--- config.mk ---
export PLATFORM = sky130hd
export DESIGN_NAME = bb3_control
export DESIGN_NICKNAME = d
export VERILOG_FILES = /design/src/bb3_pkg.sv /design/src/bb3_control.sv
export SDC_FILE = /design/constraint.sdc
export NUM_CORES = 1
export LEC_CHECK = 0
export ABC_AREA = 1
export BUFFER_PORTS_ARGS = -buffer_cell sky130_fd_sc_hd__buf_2
export CORE_AREA = 2 2 39 41
export DETAILED_ROUTE_END_ITERATION = 16
export DIE_AREA = 0 0 41 43
export SLEW_MARGIN = 20
export SYNTH_ARGS = -nofsm -noshare
export SYNTH_HDL_FRONTEND = slang
export SYNTH_SLANG_ARGS = --single-unit
--- constraint.sdc ---
create_clock -name clock -period 3.21 [get_ports clock]
set_input_delay 0.4815 -clock clock [delete_from_list [all_inputs] [get_ports clock]]
set_output_delay 0.4815 -clock clock [all_outputs]
set_load 0.005 [all_outputs]
--- src/bb3_pkg.sv ---
// Shared types, constants and helper functions of the 3x3 RGB box blur.
package bb3_pkg;

   localparam int MAX_WIDTH  = 1024;
   localparam int MAX_HEIGHT = 1024;

   localparam int COL_W     = $clog2(MAX_WIDTH);
   localparam int ROW_W     = $clog2(MAX_HEIGHT);
   localparam int DIM_W     = 11;
   localparam int IDX_W     = 4;
   localparam int CHAN_W    = 8;
   localparam int PIX_W     = 3 * CHAN_W;
   localparam int LINE_W    = 2 * PIX_W;
   localparam int OUT_POS_W = 10;
   localparam int NUM_CHAN  = 3;
   localparam int CHAN_SEL_W = $clog2(NUM_CHAN);

   // 3x3 sums of 8-bit values stay below 2^12
   localparam int SUM_W       = 12;
   localparam int CNT_W       = 4;
   localparam int NUM_W       = SUM_W + 1;
   localparam int RECIP_W     = 17;
   localparam int RECIP_SHIFT = 17;
   localparam int PROD_W      = NUM_W + RECIP_W;

   localparam logic [IDX_W-1:0] REG_FRAME_WIDTH  = IDX_W'(0);
   localparam logic [IDX_W-1:0] REG_FRAME_HEIGHT = IDX_W'(1);

   localparam logic [DIM_W-1:0] WIDTH_RESET  = DIM_W'(640);
   localparam logic [DIM_W-1:0] HEIGHT_RESET = DIM_W'(480);
   localparam logic [DIM_W-1:0] MAX_W_DIM    = DIM_W'(MAX_WIDTH);
   localparam logic [DIM_W-1:0] MAX_H_DIM    = DIM_W'(MAX_HEIGHT);

   localparam logic [CHAN_SEL_W-1:0] CHAN_LAST = CHAN_SEL_W'(NUM_CHAN - 1);

   typedef struct packed {
      logic [CHAN_W-1:0] red;
      logic [CHAN_W-1:0] green;
      logic [CHAN_W-1:0] blue;
   } pixel_type;

   // controller -> datapath
   typedef struct packed {
      logic                  start;
      logic                  advance;
      logic                  sum;
      logic                  div;
      logic [CHAN_SEL_W-1:0] chan;
      logic                  load_out;
   } cmd_type;

   // datapath -> controller
   typedef struct packed {
      logic drop;
      logic started;
      logic out_free;
   } status_type;

   // ceil(2^17 / (2*count)); exact floor for numerators below 2^15
   function automatic logic [RECIP_W-1:0] recip(input logic [CNT_W-1:0] cnt);
      logic [RECIP_W-1:0] r;
      unique case (cnt)
         CNT_W'(1): r = RECIP_W'(65536);
         CNT_W'(2): r = RECIP_W'(32768);
         CNT_W'(3): r = RECIP_W'(21846);
         CNT_W'(4): r = RECIP_W'(16384);
         CNT_W'(6): r = RECIP_W'(10923);
         CNT_W'(9): r = RECIP_W'(7282);
         default:   r = '0;
      endcase
      return r;
   endfunction

   function automatic logic [DIM_W-1:0] clamp_dim(input logic [DIM_W-1:0] v,
                                                  input logic [DIM_W-1:0] lim);
      logic [DIM_W-1:0] r;
      if (v == '0) r = DIM_W'(1);
      else if (v > lim) r = lim;
      else r = v;
      return r;
   endfunction

endpackage

--- src/bb3_control.sv ---
// Sequencing state machine for one item: read, window shift, sum, divide, emit.
module bb3_control (
   input  logic                clock,
   input  logic                reset,
   input  logic                req_valid,
   output logic                req_ready,
   input  bb3_pkg::status_type status,
   output bb3_pkg::cmd_type    cmd
);
   import bb3_pkg::*;

   typedef enum logic [4:0] {
      ST_IDLE   = 5'b00001,
      ST_WINDOW = 5'b00010,
      ST_SUM    = 5'b00100,
      ST_DIV    = 5'b01000,
      ST_EMIT   = 5'b10000
   } state_type;

   state_type             state_ff, state_in;
   logic [CHAN_SEL_W-1:0] chan_ff, chan_in;

   always_comb begin
      state_in  = state_ff;
      chan_in   = chan_ff;
      req_ready = 1'b0;
      cmd       = '0;
      cmd.chan  = chan_ff;
      unique case (state_ff)
         ST_IDLE: begin
            req_ready = 1'b1;
            // a drain beat inside the frame is taken and dropped
            if (req_valid && !status.drop) begin
               cmd.start = 1'b1;
               state_in  = ST_WINDOW;
            end
         end
         ST_WINDOW: begin
            cmd.advance = 1'b1;
            state_in    = status.started ? ST_SUM : ST_IDLE;
         end
         ST_SUM: begin
            cmd.sum  = 1'b1;
            chan_in  = '0;
            state_in = ST_DIV;
         end
         ST_DIV: begin
            cmd.div = 1'b1;
            if (chan_ff == CHAN_LAST) state_in = ST_EMIT;
            else chan_in = chan_ff + CHAN_SEL_W'(1);
         end
         ST_EMIT: begin
            if (status.out_free) begin
               cmd.load_out = 1'b1;
               state_in     = ST_IDLE;
            end
         end
         default: begin
            state_in = ST_IDLE;
         end
      endcase
   end

   always_ff @(posedge clock) begin
      if (reset) begin
         state_ff <= ST_IDLE;
         chan_ff  <= '0;
      end else begin
         state_ff <= state_in;
         chan_ff  <= chan_in;
      end
   end

endmodule

==> summary.md, run 1 <==
| Metric | Value |
|---|---|
| Worst skew pair latency | ~260 ps |
| Final setup violation count | 0 |
| Fmax | 582 MHz |
| Post-CTS sizing | 0 |
| Gr usage total | 15.3% |
| Clock Path Buffers | 2 |
| Post-synth EDFFs | 0 |
| Final setup margin | between 1000 and 1500 ps |
| Row count | 14 |
| Worst R2R Start | state_ff[4] |
| Crit share post-route | 53.5% |
| Setup TNS | 0 ps |
| Net Sw Power | 92.5 uW |
| HPWL after DPL | approximately 760 um |
| First-pass GRT wire length | 1.73 mm |
| Die height | 43 um |
| Initial antenna violation count | 0 |
| CP top delay family | simple AND/OR/NAND/NOR gates |
| Synthesis Warnings | 0 |
| Max rail drop VDD | 0.162 mV |
| Final hold slack | 458 ps |
| Share of post-route cells with drive strength above 1 | 37.8% |
| Seq pwr share | 37.6% |
| Hold crit path type | primary input to register |
| Worst setup startpoint | state_ff[3] |
| Net Sw Frac | a little over a third |
| Fin. max-slew vios | 0 |
| Antenna Nets Post-Route | 0 |
| Ports | 14 |
| RSZ-0062 raised after global routing | false |
| Area Growth Syn to Fin | 22.8% |
| Pleak | 0.000335 uW |
| Combinational share of power | between 20 and 30% |
| FF+latch area | 140 um2 |
| Core area | 0.00138 mm2 |
| CTS tree | built |
| Layout Cells excl Fill | 106 |
| GRT overflow | 0 |
| Register-to-Register Path Depth | 8 |
| Worst EP arrival | between 1000 and 1500 ps |
| Clock Power Share | 33.4% |
| Final WL | ~940 um |
| CP Launch Type | register |
| Dpl ws | 1770 ps |
| Number of post-CTS setup repair buffers | 0 |
| Seq cells post-synth | 7 |
| Die width | about 40 um |
| CP Cell Sequence | nor2_2 -> nand2_2 -> nor2_4 -> inv_1 -> nor2_1 -> buf_2 |
| Worst path required time | 2730 ps |
| Initial core utilization | 35.3% |
| Crit-path max cell delay | 330 ps |
| Number of detailed-route iterations in the first pass | 2 |
| Cell taking the most area after synthesis | dfxtp_1 |
| Mean post-synth cell area | 6.68 um2 |
| Asr flop ratio synth | 0% |
| Crit. End Element | output pin |
| CP Class | register to output pin |
| Mapped Cells | between 70 and 80 |
| Netlist cell types | 18 |
| Seq/Total Area, Yosys | approximately 29% |
| Post-CTS Hold Buffers | 0 |
| ANT cells | 0 |
| Slowest cell on the critical path | dfxtp_1 |
| Number of global-route vias before repair | 455 |
| Gpl congestion | between 0.6 and 0.7 |
| Multi-input logic area | 278 um2 |
| Primary FF master, synth | dfxtp_1 |
| Top-count cell post-synth | inv_1 |
| DR iter-0 viols | 3 |
| Fin. Hold Viols | 0 |
| Reg-to-Reg End | chan_ff[0] |
| WL/cell | 8.91 um |
| TritonCTS buffer count | 3 |
| Via count | about 450 |
| Cells after DPL | 102 |
| Mapped cell area | 488 um2 |
| Nets | just under 100 |
| R2r setup slk | 2060 ps |
| Slew at the pin closest to its max-slew limit | 210 ps |
| Port bufs | 13 |
| PwrDens | 438 mW/mm2 |
| Clock sinks | 7 |
| Synth area leaders | dfxtp_1 (29%), inv_1 (11%), nor2_1 (10%) |
| Critical Path End | cmd[6] |
| Clk root buf | clkbuf_4 |
| Design Power | 262 uW |
| Tmin final | 1720 ps |
| Worst Skew | 1.59 ps |
| DR vias/cell | 4.26 |
| Drc violations | 0 |
| Filler cells | 156 |
| Crit Path Max Fanout | 4 |
| Status | finished clean |
| Maxcap violations | 0 |
| CP bufs+invs | 2 |
| Share of the synthesized area in the top cell type | 28.7% |
| Syn Nets | 80 |
| Die area | 0.00176 mm2 |
| Crit path depth | 6 |
| Largest net degree at the start of global routing | 7 |
| Clock-pin slew on the worst setup and hold paths | 60 ps |
| Clock H-tree levels | 1 |
| Top cells by count, synth | inv_1 (14), nor2_1 (13), nand2_1 (11), dfxtp_1 (7) |
| Cell Int Power | 170 uW |
| Worst relative slew slack | 85.9% |
[layer usage]
| layer | wire length [um] | GRT usage (%) | part of all wire (%) | vias to the layer above |
|---|---|---|---|---|
| li1 | - | - | - | 252 |
| met1 | 446 | 16.3 | 47 | 186 |
| met2 | 416 | 21.6 | 44 | 9 |
| met3 | 28 | 4.71 | 3.0 | 5 |
| met4 | 51 | 16.0 | 5.4 | 0 |
| met5 | 0 | 0 | 0 | - |
[how the worst min path moves through the flow]
stage | startpoint | to | slack [ps] | cells after the start
floorplan | state_ff[1] | state_ff[2] | 520 | 2
global placement | state_ff[1] | state_ff[2] | 540 | 2
detailed placement | state_ff[1] | state_ff[2] | 540 | 2
CTS | reset | state_ff[3] | 450 | 2
global route | reset | state_ff[3] | 460 | 2
finish | reset | state_ff[3] | 460 | 2
[cell usage in the layout, fill, tap and decap left out]
cell and n:
buf_2 13, clkbuf_1 1, clkbuf_4 3, dfxtp_1 7, ha_1 1, inv_1 14
inv_2 3, inv_4 1, nand2_1 11, nand2_2 3, nand2_4 1, nand3_1 5
nand3_2 1, nand3b_1 1, nand4_1 1, nor2_1 13, nor2_2 5, nor2_4 3
nor2_8 1, nor3_1 1, nor4_1 1
[area by class of cell]
cell class,instances,share of cell area [%]
Multi-Input combinational cell,48,46.3
Sequential cell,7,23.4
Inverter,18,11.7
Timing Repair Buffer,13,10.9
Clock buffer,4,4.38
Tap cell,16,3.34
[stage by stage]
stage / utilization, % / area, um2
floorplan: - / 488
global placement: 41.4 / 573
detailed placement: 41.4 / 573
CTS: 43.3 / 599
global route: 43.3 / 599
finish: 43.3 / 599
[flip-flops by register name, summed over array words and instances (netlist names)]
signal	count
state_ff	5
chan_ff	2
[power by group through the flow]
stage	logic (uW)	clock network, uW	registers, uW
detailed placement	76.8	0	101
global placement	75.4	0	101
global route	87.4	93.7	99.6
finish	76.0	87.7	98.6
floorplan	60.0	0	99.8
CTS	77.2	90.7	98.6
[kinds of logic after synthesis]
group	Yosys count	share of synthesized area (%)
adders and majority gates	1	2.56
buffers and inverters	18	14.4
DFF	7	28.7
and+or+nand+nor	47	54.4
(Power assumes the default switching activity.)
==> run 2: changes to the inputs <==
--- a/config.mk
+++ b/config.mk
@@ -5,7 +5,7 @@
 export SDC_FILE = /design/constraint.sdc
 export NUM_CORES = 1
 export LEC_CHECK = 0
-export ABC_AREA = 1
+export ABC_AREA = 0
 export BUFFER_PORTS_ARGS = -buffer_cell sky130_fd_sc_hd__buf_2
 export CORE_AREA = 2 2 39 41
 export DETAILED_ROUTE_END_ITERATION = 16
==> constraint.sdc (replaced) <==
create_clock -name clock -period 1.5 [get_ports clock]
set_input_delay 0.225 -clock clock [delete_from_list [all_inputs] [get_ports clock]]
set_output_delay 0.225 -clock clock [all_outputs]
set_load 0.005 [all_outputs]
==> run 2 against run 1 <==
  * Critical path depth fell by 1
  * Flip-flop and latch count stayed put
  * Non-clock buffer count increased by 7
  * First-iteration DRC count up 67%
  * Area after synthesis down 18%
  * Synthesized cell count is 41% lower
  * Clock power up 89%
  * Largest power group unchanged
==> summary.md, run 2 <==
| Metric | Value |
|---|---|
| Status | finished clean |
| Drc violations | 0 |
| Largest net degree at the start of global routing | 9 |
| Synth area leaders | dfxtp_1 (35%), a2111oi_4 (6.9%), nor2_1 (5.7%) |
| Tmin final | ~1500 ps |
| Crit Path Max Fanout | 3 |
| Cell taking the most area after synthesis | dfxtp_1 |
| Max rail drop VDD | ~0.28 mV |
| Reg with most FFs | state_ff |
| Mapped cell area | 398 um2 |
| Pleak | 0.000273 uW |
| Nets | 75 |
| Fin. max-slew vios | 0 |
| Crit-path max cell delay | 370 ps |
| Max FFs per register | 5 |
| Synthesis Warnings | 0 |
| Crit share post-route | 99.5% |
| Core area | 0.00138 mm2 |
| Number of detailed-route iterations in the first pass | 4 |
| First-pass GRT wire length | 1.52 mm |
| CP Class | register to register |
| Number of global-route vias before repair | 402 |
| Fin. Hold Viols | 0 |
| Slew at the pin closest to its max-slew limit | slightly below 400 ps |
| Final hold slack | 240 ps |
| Fmax | 670 MHz |
| Maxcap violations | 0 |
| Die width | between 40 and 50 um |
| Syn Nets | 50 |
| Asr flop ratio synth | 0% |
| CP Cell Sequence | inv_2 -> ha_4 -> or3b_4 -> a2111oi_4 -> o32ai_1 |
| Worst EP arrival | 1610 ps |
| Worst path required time | about 1600 ps |
| Clock sinks | 7 |
| Share of post-route cells with drive strength above 1 | just under 60% |
| Mean post-synth cell area | 9.25 um2 |
| Mapped Cells | 43 |
| Area Growth Syn to Fin | 54.4% |
| Adder-cell share of the synthesized area | 3.14% |
| Slowest cell on the critical path | or3b_4 |
| ANT cells | 0 |
| GRT overflow | 0 |
| Via count | 417 |
| Clk root buf | clkbuf_4 |
| TritonCTS buffer count | 3 |
| Top-count cell post-synth | dfxtp_1 |
| RSZ-0062 raised after global routing | true |
| Largest regs | state_ff (5), chan_ff (2) |
| Commonest non-fill, non-tap cells in the layout | buf_2 (13), buf_4 (7), dfxtp_1 (4) |
| Gr usage total | 12.7% |
| Seq cells post-synth | 7 |
| Dpl ws | -32.6 ps |
| Share of the synthesized area in the top cell type | 35.2% |
| Netlist cell types | 24 |
| Post-synth EDFFs | 0 |
| Antenna Nets Post-Route | 0 |
| Initial antenna violation count | 0 |
| Main combinational cell family by area after synthesis | simple AND/OR/NAND/NOR gates |
| WL/cell | 11.1 um |
| Post-CTS Hold Buffers | 0 |
| Clock H-tree levels | 1 |
| Filler cells | 138 |
| Hold crit path type | primary input to register |
| Row count | 14 |
| Die height | 43 um |
| Die area | 0.00176 mm2 |
| Ports | 14 |
| Crit. End Element | register |
| Worst Skew | 0.632 ps |
| Simple-Gate Fraction of Synth Area | 39.9% |
| DR vias/cell | 5.02 |
| Final WL | just over 900 um |
| Final setup margin | 7.19 ps |
| PwrDens | 683 mW/mm2 |
| DR iter-0 viols | 5 |
| FF+latch area | 144 um2 |
| Seq/Total Area, Yosys | about a third |
| Clock Path Buffers | 2 |
| XOR/XNOR share of the synthesized area | 0% |
| Port bufs | 13 |
| Top cells by count, synth | dfxtp_1 (7), nor2_1 (6), nor2b_1 (3), nor3_1 (3) |
| Worst relative slew slack | 73.8% |
| CP Launch Type | register |
| Mux cell area share after synthesis | 0% |
| Multi-input logic area | 299 um2 |
| Initial core utilization | 28.8% |
| Worst skew pair latency | 240 ps |
| Commonest non-fill, non-tap cell in the layout | buf_2 |
| Clock-pin slew on the worst setup and hold paths | 50 ps |
| Post-synthesis compound-gate area fraction | 19.8% |
| Final setup violation count | 0 |
| Primary FF master, synth | dfxtp_1 |
| Gpl congestion | 0.674 |
| CTS tree | built |
| Design Power | 420 uW |
-- run 2: layout make-up --
| class | count | area share, % |
|---|---|---|
| well taps | 16 | 3.26 |
| flip-flops and latches | 7 | 23.4 |
| repair buffers | 20 | 19.1 |
| multi-input cells | 34 | 48.7 |
| clock buffers | 4 | 4.28 |
| inverters | 2 | 1.22 |
-- run 2: per-stage QoR --
| step | setup TNS, ps | util (%) | instances | cell area (um2) |
|---|---|---|---|---|
| 4_1_cts | 0 | 41.6 | 81 | 576 |
| 6_report | 0 | 44.4 | 83 | 614 |
| 3_3_place_gp | -12.6 | 38.6 | 77 | 534 |
| 5_1_grt | -266 | 44.4 | 83 | 614 |
| 2_1_floorplan | -27.2 | - | 43 | 412 |
| 3_5_place_dp | -51.9 | 38.6 | 77 | 534 |
-- run 2: worst paths after layout --
check | startpoint | to | slack (ps) | cells after the start
max | chan_ff[0] | chan_ff[1] | 7 | 5
min | status[1] | state_ff[2] | 240 | 2
max reg2reg | chan_ff[0] | chan_ff[1] | 7 | 5
min reg2reg | chan_ff[0] | chan_ff[0] | 540 | 2
-- run 2: report_power, final --
part | internal, uW | total [uW] | switching (uW) | leakage (uW)
logic | 27.0 | 50.3 | 23.3 | 0.000200
clock network | 101 | 166 | 64.8 | 0.0000150
registers | 191 | 203 | 12.7 | 0.0000582
-- run 2: repair_timing --
| item | 4_1_cts | 5_1_grt |
|---|---|---|
| setup endpoints to repair | 4 | 7 |
| resized for setup | 4 | 7 |
| pin swaps | 1 | 4 |
| setup buffers | 0 | 2 |
-- run 2: critical path, delay by kind of cell, from the launching register on --
kind | cells | cell delay [ps]
DFF | 1 | 330
and+or+nand+nor | 1 | 370
adders and majority gates | 1 | 150
AOI/OAI and AO/OA | 2 | 470
buffers and inverters | 1 | 40
-- run 2: logic make-up after synthesis --
logic type | Yosys count
AO/OA/AOI/OAI | 8
flip-flops | 7
AND/OR/NAND/NOR | 25
adder cells (fa/ha/maj) | 1
buffers and inverters | 2
-- run 2: layer usage --
metal / track usage (%) / routed length, um / vias up
met3: 1.57 / 14 / 0
li1: - / - / 211
met2: 20.6 / 491 / 7
met5: 0 / 0 / -
met4: 10.0 / 0 / 0
met1: 13.5 / 414 / 199
